==> config.mk <==
export PLATFORM = sky130hd
export DESIGN_NAME = rc_throttle_ramp_failsafe
export DESIGN_NICKNAME = d
export VERILOG_FILES = /design/src/rctrf_pkg.sv /design/src/rctrf_cfg.sv /design/src/rctrf_core.sv /design/src/rc_throttle_ramp_failsafe.sv
export SDC_FILE = /design/constraint.sdc
export NUM_CORES = 1
export LEC_CHECK = 0
export ABC_AREA = 1
export CAP_MARGIN = 20
export CORE_MARGIN = 5
export CORE_UTILIZATION = 50
export CTS_CLUSTER_SIZE = 28
export DETAILED_ROUTE_END_ITERATION = 10
export DONT_BUFFER_PORTS = 1
export GPL_TIMING_DRIVEN = 0
export PLACE_DENSITY = 0.69
export SLEW_MARGIN = 20
export SYNTH_ARGS = -nofsm -noshare
export SYNTH_HDL_FRONTEND = slang
export SYNTH_HIERARCHICAL = 1
export SYNTH_SLANG_ARGS = --single-unit
==> constraint.sdc <==
create_clock -name clk -period 15.8 [get_ports clk]
set_input_delay 4.74 -clock clk [delete_from_list [all_inputs] [get_ports clk]]
set_output_delay 4.74 -clock clk [all_outputs]
set_load 0.05 [all_outputs]
==> src/rctrf_pkg.sv <==
// Shared types, codes and helper functions for the RC throttle block.
package rctrf_pkg;

	// Item opcodes
	localparam logic [1:0] OP_TICK = 2'd0;
	localparam logic [1:0] OP_RISE = 2'd1;
	localparam logic [1:0] OP_FALL = 2'd2;

	// Configuration port
	localparam int CFG_IDX_W  = 3;
	localparam int CFG_DATA_W = 16;

	localparam logic [CFG_IDX_W-1:0] REG_RAMP_PERIOD = 3'd0;
	localparam logic [CFG_IDX_W-1:0] REG_RAMP_STEP   = 3'd1;
	localparam logic [CFG_IDX_W-1:0] REG_FAILSAFE    = 3'd2;
	localparam logic [CFG_IDX_W-1:0] REG_PUNCH       = 3'd3;
	localparam logic [CFG_IDX_W-1:0] REG_PULSE_MIN   = 3'd4;
	localparam logic [CFG_IDX_W-1:0] REG_PULSE_MAX   = 3'd5;

	// Reset values
	localparam logic [9:0]  RST_RAMP_PERIOD = 10'd10;
	localparam logic [6:0]  RST_RAMP_STEP   = 7'd2;
	localparam logic [15:0] RST_FAILSAFE    = 16'd200;
	localparam logic [6:0]  RST_PUNCH       = 7'd95;
	localparam logic [11:0] RST_PULSE_MIN   = 12'd800;
	localparam logic [11:0] RST_PULSE_MAX   = 12'd2200;
	localparam logic [11:0] RST_WIDTH       = 12'd1500;

	localparam logic [6:0]  PCT_FULL = 7'd100;

	typedef struct packed {
		logic [1:0]  opcode;
		logic [31:0] time_us;
	} item_t;

	typedef struct packed {
		logic [9:0]  ramp_period_ms;
		logic [6:0]  ramp_step_pct;
		logic [15:0] stop_after_ms;
		logic [6:0]  punch_pct;
		logic [11:0] pulse_min_us;
		logic [11:0] pulse_max_us;
	} cfg_t;

	typedef struct packed {
		logic [7:0] duty;
		logic       drive_enable;
		logic       running;
		logic [6:0] current_pct;
		logic [6:0] target_pct;
	} result_t;

	// Pulse width to percent: (w - 1000) / 10, clamped to 0..100.
	// x / 10 for x < 1024 is exact as (x * 205) >> 11.
	function automatic logic [6:0] target_from_width(input logic [11:0] w);
		logic [9:0]  x;
		logic [17:0] prod;
		x    = 10'(w - 12'd1000);
		prod = 18'(x) * 18'd205;
		if (w < 12'd1000)
			return 7'd0;
		else if (w >= 12'd2000)
			return PCT_FULL;
		else
			return prod[17:11];
	endfunction

	// Percent to duty byte: p * 255 / 100, with / 100 as (n * 5243) >> 19.
	function automatic logic [7:0] duty_from_pct(input logic [6:0] p);
		logic [14:0] n;
		logic [27:0] prod;
		n    = {p, 8'd0} - 15'(p);
		prod = 28'(n) * 28'd5243;
		return prod[26:19];
	endfunction

endpackage

==> src/rctrf_cfg.sv <==
// Configuration register file of the RC throttle block.
module rctrf_cfg (
	input  logic                            clk,
	input  logic                            arst_n,
	input  logic                            wr_en,
	input  logic [rctrf_pkg::CFG_IDX_W-1:0]  wr_index,
	input  logic [rctrf_pkg::CFG_DATA_W-1:0] wr_data,
	output rctrf_pkg::cfg_t                 cfg
);

	rctrf_pkg::cfg_t cfg_q;

	// Register writes; unknown indexes are dropped
	always_ff @(posedge clk or negedge arst_n) begin
		if (!arst_n) begin
			cfg_q.ramp_period_ms <= rctrf_pkg::RST_RAMP_PERIOD;
			cfg_q.ramp_step_pct  <= rctrf_pkg::RST_RAMP_STEP;
			cfg_q.stop_after_ms  <= rctrf_pkg::RST_FAILSAFE;
			cfg_q.punch_pct      <= rctrf_pkg::RST_PUNCH;
			cfg_q.pulse_min_us   <= rctrf_pkg::RST_PULSE_MIN;
			cfg_q.pulse_max_us   <= rctrf_pkg::RST_PULSE_MAX;
		end else if (wr_en) begin
			case (wr_index)
				rctrf_pkg::REG_RAMP_PERIOD: cfg_q.ramp_period_ms <= wr_data[9:0];
				rctrf_pkg::REG_RAMP_STEP:   cfg_q.ramp_step_pct  <= wr_data[6:0];
				rctrf_pkg::REG_FAILSAFE:    cfg_q.stop_after_ms  <= wr_data;
				rctrf_pkg::REG_PUNCH:       cfg_q.punch_pct      <= wr_data[6:0];
				rctrf_pkg::REG_PULSE_MIN:   cfg_q.pulse_min_us   <= wr_data[11:0];
				rctrf_pkg::REG_PULSE_MAX:   cfg_q.pulse_max_us   <= wr_data[11:0];
				default: ;
			endcase
		end
	end

	assign cfg = cfg_q;

endmodule

==> src/rctrf_core.sv <==
// Pulse measurement, failsafe and ramp state with its combinational next-state update.
module rctrf_core (
	input  logic                clk,
	input  logic                arst_n,
	input  logic                fire,
	input  rctrf_pkg::item_t    item,
	input  rctrf_pkg::cfg_t     cfg,
	output rctrf_pkg::result_t  result
);

	logic [31:0] edge_start_q, edge_start_n;
	logic [11:0] pending_q, pending_n;
	logic        fresh_q, fresh_n;
	logic [11:0] held_q, held_n;
	logic [15:0] ms_pulse_q, ms_pulse_n;
	logic [9:0]  ms_step_q, ms_step_n;
	logic [6:0]  drive_q, drive_n;
	logic        enable_q, enable_n;
	logic        run_q, run_n;

	logic [31:0] width;
	logic [6:0]  target;
	logic [7:0]  up_sum;
	logic [6:0]  down_val;

	// Next-state logic for one transaction
	always_comb begin
		edge_start_n = edge_start_q;
		pending_n    = pending_q;
		fresh_n      = fresh_q;
		held_n       = held_q;
		ms_pulse_n   = ms_pulse_q;
		ms_step_n    = ms_step_q;
		drive_n      = drive_q;
		enable_n     = enable_q;
		run_n        = run_q;

		width  = item.time_us - edge_start_q;
		target = 7'd0;
		up_sum = 8'd0;
		down_val = 7'd0;

		case (item.opcode)
			rctrf_pkg::OP_RISE: begin
				edge_start_n = item.time_us;
			end
			rctrf_pkg::OP_FALL: begin
				if (width >= {20'd0, cfg.pulse_min_us} && width <= {20'd0, cfg.pulse_max_us}) begin
					pending_n = width[11:0];
					fresh_n   = 1'b1;
				end
			end
			rctrf_pkg::OP_TICK: begin
				// saturating counters
				if (ms_pulse_q != '1)
					ms_pulse_n = ms_pulse_q + 16'd1;
				if (ms_step_q != '1)
					ms_step_n = ms_step_q + 10'd1;
				// take up a fresh pulse
				if (fresh_q) begin
					held_n     = pending_q;
					fresh_n    = 1'b0;
					ms_pulse_n = 16'd0;
				end
				target = rctrf_pkg::target_from_width(held_n);
				up_sum = {1'b0, drive_q} + {1'b0, cfg.ramp_step_pct};
				down_val = (drive_q > cfg.ramp_step_pct) ? (drive_q - cfg.ramp_step_pct) : 7'd0;
				if (ms_pulse_n > cfg.stop_after_ms) begin
					// failsafe: forced stop
					drive_n  = 7'd0;
					enable_n = 1'b0;
					run_n    = 1'b0;
				end else if (ms_step_n >= cfg.ramp_period_ms) begin
					ms_step_n = 10'd0;
					if (target >= cfg.punch_pct) begin
						drive_n  = rctrf_pkg::PCT_FULL;
						enable_n = 1'b1;
						run_n    = 1'b1;
					end else if (drive_q < target) begin
						drive_n  = (up_sum > {1'b0, target}) ? target : up_sum[6:0];
						enable_n = 1'b1;
						run_n    = 1'b1;
					end else if (drive_q > target) begin
						drive_n = (down_val < target) ? target : down_val;
						if (drive_n == 7'd0) begin
							enable_n = 1'b0;
							run_n    = 1'b0;
						end
					end
				end
			end
			default: ;
		endcase
	end

	// State registers
	always_ff @(posedge clk or negedge arst_n) begin
		if (!arst_n) begin
			edge_start_q <= '0;
			pending_q    <= rctrf_pkg::RST_WIDTH;
			fresh_q      <= 1'b0;
			held_q       <= rctrf_pkg::RST_WIDTH;
			ms_pulse_q   <= '0;
			ms_step_q    <= '0;
			drive_q      <= '0;
			enable_q     <= 1'b1;
			run_q        <= 1'b0;
		end else if (fire) begin
			edge_start_q <= edge_start_n;
			pending_q    <= pending_n;
			fresh_q      <= fresh_n;
			held_q       <= held_n;
			ms_pulse_q   <= ms_pulse_n;
			ms_step_q    <= ms_step_n;
			drive_q      <= drive_n;
			enable_q     <= enable_n;
			run_q        <= run_n;
		end
	end

	// Result shows the state after this transaction
	always_comb begin
		result.duty         = rctrf_pkg::duty_from_pct(drive_n);
		result.drive_enable = enable_n;
		result.running      = run_n;
		result.current_pct  = drive_n;
		result.target_pct   = rctrf_pkg::target_from_width(held_n);
	end

endmodule

==> src/rc_throttle_ramp_failsafe.sv <==
// Top level of the RC throttle block: input stage, state update, result register.
//
//   channel  direction  handshake              payload
//   in       sink       in_valid / in_stall    opcode, time_us
//   out      source     out_valid / out_stall  duty, drive_enable, running,
//                                              current_pct, target_pct
//   cfg      sink       cfg_valid / cfg_ready  cfg_index, cfg_data
//
// One transaction per cycle while out_stall is low; each accepted transaction
// passes the input register, then the state update into the result register.
// The state update for one item is compare/add logic, so items may follow back
// to back. arst_n clears the valid flags, the config registers and the core
// state to their reset values; the item and result data registers have no reset.
// A stalled result holds the result register; the input register still takes one
// more item, after which in_stall rises until the result is taken. cfg_ready is
// always high; users change registers only while the block is idle (unenforced).
module rc_throttle_ramp_failsafe (
	input  logic                            clk,
	input  logic                            arst_n,
	input  logic                            in_valid,
	output logic                            in_stall,
	input  logic [1:0]                      opcode,
	input  logic [31:0]                     time_us,
	output logic                            out_valid,
	input  logic                            out_stall,
	output logic [7:0]                      duty,
	output logic                            drive_enable,
	output logic                            running,
	output logic [6:0]                      current_pct,
	output logic [6:0]                      target_pct,
	input  logic                            cfg_valid,
	output logic                            cfg_ready,
	input  logic [rctrf_pkg::CFG_IDX_W-1:0]  cfg_index,
	input  logic [rctrf_pkg::CFG_DATA_W-1:0] cfg_data
);

	rctrf_pkg::cfg_t    cfg;
	rctrf_pkg::item_t   item_s1;
	rctrf_pkg::result_t result;
	rctrf_pkg::result_t out_s2;
	logic               valid_s1;
	logic               out_valid_q;
	logic               advance;

	assign cfg_ready = 1'b1;

	rctrf_cfg u_cfg (
		.clk      (clk),
		.arst_n   (arst_n),
		.wr_en    (cfg_valid && cfg_ready),
		.wr_index (cfg_index),
		.wr_data  (cfg_data),
		.cfg      (cfg)
	);

	// Stage 1 moves on when the result register is free or being drained
	assign advance  = valid_s1 && (!out_valid_q || !out_stall);
	assign in_stall = valid_s1 && out_valid_q && out_stall;

	// Input register
	always_ff @(posedge clk or negedge arst_n) begin
		if (!arst_n) begin
			valid_s1 <= 1'b0;
		end else if (in_valid && !in_stall) begin
			valid_s1 <= 1'b1;
		end else if (advance) begin
			valid_s1 <= 1'b0;
		end
	end

	always_ff @(posedge clk) begin
		if (in_valid && !in_stall) begin
			item_s1.opcode  <= opcode;
			item_s1.time_us <= time_us;
		end
	end

	rctrf_core u_core (
		.clk    (clk),
		.arst_n (arst_n),
		.fire   (advance),
		.item   (item_s1),
		.cfg    (cfg),
		.result (result)
	);

	// Result register
	always_ff @(posedge clk or negedge arst_n) begin
		if (!arst_n) begin
			out_valid_q <= 1'b0;
		end else if (advance) begin
			out_valid_q <= 1'b1;
		end else if (!out_stall) begin
			out_valid_q <= 1'b0;
		end
	end

	always_ff @(posedge clk) begin
		if (advance)
			out_s2 <= result;
	end

	assign out_valid    = out_valid_q;
	assign duty         = out_s2.duty;
	assign drive_enable = out_s2.drive_enable;
	assign running      = out_s2.running;
	assign current_pct  = out_s2.current_pct;
	assign target_pct   = out_s2.target_pct;

endmodule

# After elaboration in Yosys (flattened, before gate mapping)
# Cells that the tools add are included.
dict set report word_totals {
  register_bits 216
  word_cells 129
  rom_bits 0
  latch_bits 0
  n_memories 0
  ram_bits 0
  out_inout_bits 27
  inputBits 58
}
dict set report classes {
  n_mul 3
  eq_ne 11
  n_div 0
  n_mux 43
  n_shift 0
  order_cmp 14
  bitwise 0
  n_reduce_logical 25
  n_addsub 8
}
# op n
set op_table {}
lappend op_table {{2-to-1 mux 7 bit} 13}
lappend op_table {{2-to-1 mux 16 bit} 3}
lappend op_table {{2-to-1 mux 10 bit} 4}
lappend op_table {{multiplier 10 x 8 -> 18 bit, second input constant} 2}
lappend op_table {{2-to-1 mux 12 bit} 3}
lappend op_table {{>= comparator 32 x 12 -> 1 bit} 1}
lappend op_table {{less-or-equal comparator 32 x 12 -> 1 bit} 1}
lappend op_table {{subtractor 32 bit} 1}
lappend op_table {{multiplier 15 x 13 -> 27 bit, second input constant} 1}
lappend op_table {{>= comparator 12 x 11 -> 1 bit, second input constant} 2}
lappend op_table {{less-than comparator 12 x 10 -> 1 bit, second input constant} 2}
lappend op_table {{subtractor 10 bit, second input constant} 2}
lappend op_table {{2-to-1 mux 1 bit} 19}
lappend op_table {{adder 16 x 1 -> 16 bit, second input constant} 1}
lappend op_table {{> comparator 16 bit} 1}
lappend op_table {{inequality test 16 bit, second input constant} 1}
lappend op_table {{AND reduction 2 bit} 8}
lappend op_table {{subtractor 15 x 7 -> 15 bit} 1}
lappend op_table {{> comparator 7 bit} 2}
lappend op_table {{less-than comparator 7 bit} 2}
lappend op_table {{adder 10 x 1 -> 10 bit, second input constant} 1}
lappend op_table {{>= comparator 10 bit} 1}
lappend op_table {{inequality test 10 bit, second input constant} 1}
lappend op_table {{adder 7 x 7 -> 8 bit} 1}
lappend op_table {{other kinds (19)} 30}

# Longest topological paths before layout
# Gate-level depths: netlist of run 1.
dict set report depth {
  word_depth 17
  depth_mapped 77
  mapped_depth_nobuf 77
}

# Hierarchy
# The synthesis of run 1 kept the hierarchy.
# mod instances cells_per_inst area_per_inst_um2 seq_area_each_um2
set modules_own_cells {}
lappend modules_own_cells {rctrf_core 1 2251 16530.9 2321.0}
lappend modules_own_cells {rctrf_cfg 1 289 2563.7 1625.3}
lappend modules_own_cells {rc_throttle_ramp_failsafe 1 72 1848.0 1791.7}

# Worst setup path after synthesis of run 1
# No wires, ideal clock.
dict set report synth_path {
  kind {register to register}
  startpoint {register u_core.held_q[3]}
  endpoint {register out_s2 (netlist bit duty[7]), data pin}
  path_buffers 1
  t_required_ns 15.551
  period_less_slack_ns 11.678
  setup_time_ns 0.249
  arrival_ns 11.429
  slack_ns 4.122
  stages_incl_launch_ff 70
  cell_sequence {dfstp_2 -> inv_1 -> nand2_1 -> nand2_1 -> ha_1 -> nor2_1 -> nand2_1 -> xor2_1 -> inv_1 -> ha_1 -> inv_1 -> fa_1 -> inv_1 -> fa_1 -> inv_1 -> fa_1 -> inv_1 -> ha_1 -> [34 not listed] -> fa_1 -> inv_1 -> fa_1 -> inv_1 -> fa_1 -> inv_1 -> ha_1 -> nand2_1 -> nor4_1 -> nand2_1 -> o211ai_1 -> a21o_1 -> nand3_1 -> nand2_1 -> xor2_1 -> nand3_1 -> nand2_1 -> inv_1}
}
# element line_no
set synth_rtl {}
lappend synth_rtl {{from (decl)} rctrf_core.sv:14} ;# logic [11:0] held_q, held_n;
lappend synth_rtl {{from (signal assigned)} rctrf_core.sv:102} ;# held_q <= rctrf_pkg::RST_WIDTH;
lappend synth_rtl {{from (signal assigned)} rctrf_core.sv:112} ;# held_q <= held_n;
lappend synth_rtl {{to (signal assigned)} rc_throttle_ramp_failsafe.sv:100} ;# out_s2 <= result;
lappend synth_rtl {{to (decl)} rc_throttle_ramp_failsafe.sv:40} ;# rctrf_pkg::result_t out_s2;

==> impl_results.md, run 1 <==
* # rows at 75
* Worst EP arrival at 14.39 ns
* Initial drt markers at 1167
* Max-capacitance violation count at 0
* Syn Nets at 3098
* Syn Area/Cell at 8.02 um^2
* EDFF count, synth at 58
* CTS sink cnt at 216
* Setup CP Type: flip-flop to flip-flop
* Post-synthesis sequential area ratio at 0.274
* Largest net degree at the start of global routing at 159
* Clock Latency Late Sink at 0.57 ns
* Post-route DRC at 0
* Area of the mapped netlist at 20900 um^2
* Root Buffer: clkbuf_16
* CTS Hold Bufs at 0
* Fillers at 3906
* Flops & latches, synth at 216
* RD Place Congestion at 0.939
* Worst hold-check path type: flip-flop to flip-flop
* Antenna diodes at 0
* Cell count after placement at 3152
* Fin cells at 3200
* CP max stage delay at 0.56 ns
* Seq. cell area at 5740 um^2
* Core box area at 41700 um^2
* Fraction of registers with async set/reset at 0.731
* Multi-input gate area at 13000 um^2
* HPWL Detailed at 41200 um
* CTS resizes at 0
* Max Fclk at 71.1 MHz
* Setup TNS Final at 0 ns
* Most numerous cell on the critical path: inv_1
* Layout cells sized above 1 at 0.0635
* R2r setup slk at 1.73 ns
* GRT overflow at 0
* Initial Util at 0.503
* Crit-path slowest cell: fa_1
* Vias/cell at 5.33
* RSZ-0062 raised after global routing: false
* H-tree depth at 1
* DIE WIDTH at 215 um
* Final Hold Fails at 0
* CTS tree: done
* Crit end category: flip-flop
* DRT Pass-1 Iters at 5
* Critical R2R Launch: u_core/pending_q[3]$_DFFE_PN1P_
* Fin crit period at 14.07 ns
* # IOs at 85
* Clock transition at the registers of the reported paths at 0.07 ns
* WL final at 50700 um
* Mapped Cells at 2612
* Nature of the critical path startpoint: flip-flop
* Worst-Margin Slew at 1.18 ns
* Worst setup path endpoint: duty[7]$_DFFE_PP_
* Routed Antenna Nets at 0
* Chip height at 215 um
* Vias in the first global route at 17500
* Drt wl/cell at 15.9 um
* Tcrit/Tclk final at 0.891
* Final setup fails at 0
* Yosys warns at 6
* Input/output buffers at 0
* Final nets at 3127
* Max Buffers Root-to-Sink at 3
* Setup bufs post-CTS at 0
* Reg2Reg Depth at 69
* Clock skew at 0.0208 ns
* Die area at 46100 um^2
* Worst r2r dst: duty[7]$_DFFE_PP_
* GRT Resource Usage Total at 0.221
* Total CTS buffers at 26
* Critical path origin: u_core/pending_q[3]$_DFFE_PN1P_
* Ys flop type: dfrtp_1
* Initial antenna violation count at 0
* Relative slew slack at 0.202
* Global-route wire length before repair at 85100 um
* Required time of the worst setup path at 16.12 ns
* Slew Viols, Final at 0
* Area added between synthesis and finish at 7.98%
* Vias at 17100
* CP Max Fanout at 10
* WHS at 0.462 ns
* Synth unique cells at 62
* Outcome: completed
worst min-delay path by stage:
stage | end | startpoint | cells after the start | slack [ns]
finish | u_cfg/cfg[34]$_DFFE_PN1P_ | u_cfg/cfg[34]$_DFFE_PN1P_ | 2 | 0.46
global route | u_cfg/cfg[55]$_DFFE_PN1P_ | u_cfg/cfg[55]$_DFFE_PN1P_ | 2 | 0.48
CTS | u_cfg/cfg[55]$_DFFE_PN1P_ | u_cfg/cfg[55]$_DFFE_PN1P_ | 2 | 0.47
detailed placement | u_cfg/cfg[57]$_DFFE_PN1P_ | u_cfg/cfg[57]$_DFFE_PN1P_ | 2 | 0.46
global placement | u_cfg/cfg[57]$_DFFE_PN1P_ | u_cfg/cfg[57]$_DFFE_PN1P_ | 2 | 0.45
floorplan | u_cfg/cfg[13]$_DFFE_PN0P_ | u_cfg/cfg[13]$_DFFE_PN0P_ | 2 | 0.44
per-layer routing:
layer,vias to the layer above,track usage,part of all wire,routed length [um]
met3,128,0.0312,0.049,2470
met1,8076,0.284,0.44,22200
met2,408,0.384,0.48,24200
met4,0,0.0734,0.037,1870
li1,8458,-,-,-
met5,-,0,0,0
stage by stage:
stage | area, um^2 | setup slack, ns | utilization
global route | 22600 | 0.805 | 0.543
detailed placement | 21700 | 1.88 | 0.520
floorplan | 20900 | 4.12 | -
finish | 22600 | 1.73 | 0.543
global placement | 21600 | 2.11 | 0.519
CTS | 22600 | 1.79 | 0.543
registers in the layout, summed over array words and instances (netlist names), 7 cells and up:
| signal | flops |
|---|---|
| u_core/edge_start_q | 32 |
| duty | 8 |
| u_cfg/cfg | 64 |
| u_core/held_q | 12 |
| u_core/pending_q | 12 |
| item_s1 | 34 |
| target_pct | 7 |
| current_pct | 7 |
| u_core/ms_step_q | 10 |
| u_core/drive_q | 7 |
| u_core/ms_pulse_q | 16 |
critical path, delay by kind of cell, from the launching register on:
family	cells	cell delay (ns)
DFF	1	0.55
xor gates and xnor gates	2	0.43
AOI/OAI and AO/OA	9	1.99
adders and majority gates	14	5.82
and+or+nand+nor	25	3.13
buffers and inverters	19	1.86
cells in the final DEF (no fill, tap or decap), drive strengths merged, types with 28 or more instances in the layout:
master and instances:
clkbuf 54, dfstp 34, nand3 116, xor2 54
nor3 29, ha 325, dfrtp 124, nor2 159
o21ai 143, a21oi 164, edfxtp 58, nand2 563
fa 103, inv 538, nand4 28
cells by family after synthesis:
logic type,after synthesis,synth area share
multiplexers,2,0.00102
flip-flops,216,0.274
AND/OR/NAND/NOR,924,0.190
other,1,0.000179
buffers and inverters,577,0.105
XOR/XNOR,77,0.0329
adder cells (fa/ha/maj),428,0.293
AO/OA/AOI/OAI,387,0.104
cells in the mapped netlist (all sizes together), types with 3 or more instances:
cell type | number | area share
or2 | 8 | 0.0024
dfrtp | 124 | 0.15
a221oi | 3 | 0.0013
o21ai | 143 | 0.035
ha | 325 | 0.19
a31oi | 5 | 0.0015
buf | 17 | 0.0050
a21o | 10 | 0.0036
dfstp | 34 | 0.043
o21bai | 9 | 0.0032
o211ai | 10 | 0.0036
o21a | 7 | 0.0025
xor2 | 54 | 0.023
a211oi | 11 | 0.0039
fa | 103 | 0.098
a21boi | 4 | 0.0014
nand3b | 6 | 0.0022
nand2 | 563 | 0.11
o22ai | 8 | 0.0024
nor3b | 4 | 0.0014
a21oi | 164 | 0.040
o2111ai | 3 | 0.0013
nor3 | 29 | 0.0069
clkbuf | 23 | 0.0041
xnor2 | 23 | 0.0096
nor4 | 8 | 0.0024
nor2 | 159 | 0.032
nand4 | 28 | 0.0087
inv | 535 | 0.096
edfxtp | 58 | 0.083
nand3 | 116 | 0.028
area by class of cell:
class                           count  share of cell area
Buffer                             40             0.00841
Clock buffer                       31              0.0309
Clock inverter                     17              0.0115
Inverter                          537              0.0891
Multi-Input combinational cell   1819               0.575
Sequential cell                   216               0.254
Tap cell                          539              0.0298
Timing Repair Buffer                1             0.00122
Power of run 1 is not shown: default switching activity piles up to over one toggle a cycle in this logic, so the estimate is an artifact.
==> inputs of run 2 (changes only) <==
--- a/config.mk
+++ b/config.mk
@@ -5,10 +5,10 @@
 export SDC_FILE = /design/constraint.sdc
 export NUM_CORES = 1
 export LEC_CHECK = 0
-export ABC_AREA = 1
 export CAP_MARGIN = 20
 export CORE_MARGIN = 5
 export CORE_UTILIZATION = 50
+export CTS_BUF_LIST = sky130_fd_sc_hd__clkbuf_4
 export CTS_CLUSTER_SIZE = 28
 export DETAILED_ROUTE_END_ITERATION = 10
 export DONT_BUFFER_PORTS = 1
==> run 2 against run 1 <==
  * Via count shrank 8.7%
  * Sequential share of layout area grew 0.18 points
  * Synthesized cell count shrank 19%
  * Critical path depth shrank 14
  * Final cell count shrank 13%
  * First-iteration DRC count shrank 17%
  * Global-route usage shrank 0.33 points
  * Largest cell class unchanged
==> impl_results.md, run 2 <==
* Crit-path slowest cell: buf_1 (was fa_1)
* Leading area contributor after synthesis: ha_1 (unchanged)
* Post-route DRC at 0 (unchanged)
* Final Hold Fails at 0 (unchanged)
* Syn Area/Cell at 9.78 um^2 (was 8.02 um^2)
* DRT Pass-1 Iters at 6 (was 5)
* Worst EP arrival at 15.69 ns (was 14.39 ns)
* Ys flop type: dfrtp_1 (unchanged)
* Initial antenna violation count at 2 (was 0)
* H-tree depth at 2 (was 1)
* Setup CP Type: flip-flop to flip-flop (unchanged)
* Seq. cell area at 5740 um^2 (unchanged)
* Syn Nets at 2610 (was 3098)
* Largest net degree at the start of global routing at 159 (unchanged)
* Cell count after placement at 2658 (was 3152)
* Core box area at 40900 um^2 (was 41700 um^2)
* CP Max Fanout at 19 (was 10)
* Met2 WL at 23400 um (was 24200 um)
* Layout cells sized above 1 at 0.148 (was 0.0635)
* DIE WIDTH at 214 um (was 215 um)
* Count leader, synth: inv_1 (was nand2_1)
* Final WS setup at 0.631 ns (was 1.73 ns)
* Initial Util at 0.508 (was 0.503)
* Mapped Cells at 2124 (was 2612)
* CP max stage delay at 0.55 ns (was 0.56 ns)
* # IOs at 85 (unchanged)
* Total CTS buffers at 59 (was 26)
* Met1 wire length at 22500 um (was 22200 um)
* Fillers at 3637 (was 3906)
* Input/output buffers at 0 (unchanged)
* # rows at 74 (was 75)
* Relative slew slack at 0.390 (was 0.202)
* Global-route wire length before repair at 80300 um (was 85100 um)
* Top cell type's share of synthesized area at 0.196 (was 0.194)
* Area of the mapped netlist at 20800 um^2 (was 20900 um^2)
* Die area at 45700 um^2 (was 46100 um^2)
* Fraction of registers with async set/reset at 0.731 (unchanged)
* Required time of the worst setup path at 16.32 ns (was 16.12 ns)
* Most numerous cell on the critical path: inv_1 (unchanged)
* Final setup fails at 0 (unchanged)
* Max FFs per register at 64 (unchanged)
* Met3 WL post-DR at 2160 um (was 2470 um)
* RD Place Congestion at 0.949 (was 0.939)
* HPWL Detailed at 39100 um (was 41200 um)
* WL final at 49300 um (was 50700 um)
* Setup TNS Final at 0 ns (unchanged)
* Multi-input gate area at 13600 um^2 (was 13000 um^2)
* CTS tree: done (unchanged)
* Routed Antenna Nets at 0 (unchanged)
* Flops & latches, synth at 216 (unchanged)
* Root Buffer: clkbuf_4 (was clkbuf_16)
* Chip height at 214 um (was 215 um)
* WHS at 0.461 ns (was 0.462 ns)
* Final nets at 2679 (was 3127)
* Clock skew at 0.0932 ns (was 0.0208 ns)
* Max Buffers Root-to-Sink at 3 (unchanged)
* Initial drt markers at 963 (was 1167)
* Commonest non-fill, non-tap cell in the layout: inv_1 (was nand2_1)
* Vias at 15600 (was 17100)
* Ranking of synthesized cells by area: ha_1, dfrtp_1, fa_1 (unchanged)
* Highest routed layer: met5 (was met4)
* Fin cells at 2776 (was 3200)
* Most frequent cells in the layout: inv_1, ha_1, nand2_1, dfrtp_1, mux2_2 (was nand2_1, inv_1, ha_1, a21oi_1, nor2_1)
* Crit end category: flip-flop (unchanged)
* Max Fclk at 65.9 MHz (was 71.1 MHz)
* GRT Resource Usage Total at 0.217 (was 0.221)
* Clock Latency Late Sink at 0.81 ns (was 0.57 ns)
* Worst-Margin Slew at 0.913 ns (was 1.18 ns)
* Nature of the critical path startpoint: flip-flop (unchanged)
* Tcrit/Tclk final at 0.960 (was 0.891)
* Vias in the first global route at 15900 (was 17500)
* Post-synthesis sequential area ratio at 0.276 (was 0.274)
* GRT overflow at 0 (unchanged)
* Max-capacitance violation count at 0 (unchanged)
* Fin crit period at 15.17 ns (was 14.07 ns)
* Vias/cell at 5.62 (was 5.33)
* Slew Viols, Final at 0 (unchanged)
* Synth unique cells at 98 (was 62)
* Commonest cells post-synth: inv_1, ha_1, nand2_1 (was nand2_1, inv_1, ha_1)
* Area added between synthesis and finish at 8.09% (was 7.98%)
* EDFF count, synth at 58 (unchanged)
* Outcome: completed (unchanged)
* Clock transition at the registers of the reported paths at 0.07 ns (about the same)
* Worst hold-check path type: flip-flop to flip-flop (unchanged)
* CTS sink cnt at 216 (unchanged)
* Dpl ws at -1.18 ns (was 1.88 ns)
* Drt wl/cell at 17.7 um (was 15.9 um)
* Yosys warns at 6 (unchanged)
[run 2: final cells by class]
type,count,area share
well taps,532,0.0296
inverters,360,0.0602
flip-flops and latches,216,0.256
clock buffers,83,0.0278
diodes,1,0.000111
plain buffers,46,0.0107
multi-input cells,1501,0.605
repair buffers,9,0.00424
clock inverters,28,0.00691
[run 2: metal layers]
layer,vias up,track usage
li1,7536,-
met1,7584,0.294
met2,382,0.364
met3,89,0.0304
met4,2,0.0695
met5,-,0
[run 2: path summary, 6_finish.rpt]
kind	start	endpoint	slack, ns	depth (start not counted)
min in group asynchronous	arst_n	u_cfg/cfg[46]$_DFFE_PN0P_	3.65	0
max in group asynchronous	arst_n	u_cfg/cfg[57]$_DFFE_PN1P_	11.67	0
worst min register to register	valid_s1$_DFFE_PN0P_	out_valid$_DFFE_PN0P_	0.46	1
worst min-delay path	valid_s1$_DFFE_PN0P_	out_valid$_DFFE_PN0P_	0.46	1
worst max register to register	u_core/fresh_q$_DFFE_PN0P_	duty[7]$_DFFE_PP_	0.63	55
worst max-delay path	u_core/fresh_q$_DFFE_PN0P_	duty[7]$_DFFE_PP_	0.63	55
[run 2: metrics by stage]
stage / area [um^2] / util
final: 22500 / 0.549
after global routing: 22500 / 0.549
after CTS: 22300 / 0.545
after detailed placement: 21500 / 0.525
after global placement: 21400 / 0.524
after floorplan: 20800 / -
[run 2: cells by family (layout without fill, tap and decap cells)]
| group | after synthesis | count (layout) | share of synthesized area |
|---|---|---|---|
| other | 1 | 2 | 0.000181 |
| adder cells (fa/ha/maj) | 428 | 428 | 0.295 |
| AND/OR/NAND/NOR | 461 | 461 | 0.110 |
| flip-flops | 216 | 216 | 0.276 |
| AO/OA/AOI/OAI | 380 | 380 | 0.126 |
| buffers and inverters | 407 | 526 | 0.0767 |
| multiplexers | 147 | 147 | 0.0802 |
| XOR/XNOR | 84 | 84 | 0.0354 |
[run 2: repair_timing]
| action | 4_1_cts | 5_1_grt |
|---|---|---|
| resized for setup | 9 | 18 |
| gates cloned | 0 | 0 |
| hold buffers | 0 | 0 |
| endpoints found under the setup margin | 7 | 6 |
| pin swaps | 0 | 4 |
| buffers inserted | 0 | 7 |
[run 2: critical path, delay by kind of cell (launching register included)]
family,cells,cell delay (ns)
fa+ha+maj,13,5.42
compound gates,14,3.30
simple gates,10,2.70
buf+inv,15,2.44
flops,1,0.49
xor+xnor,3,0.48
Power of run 2 is left out for the same reason.
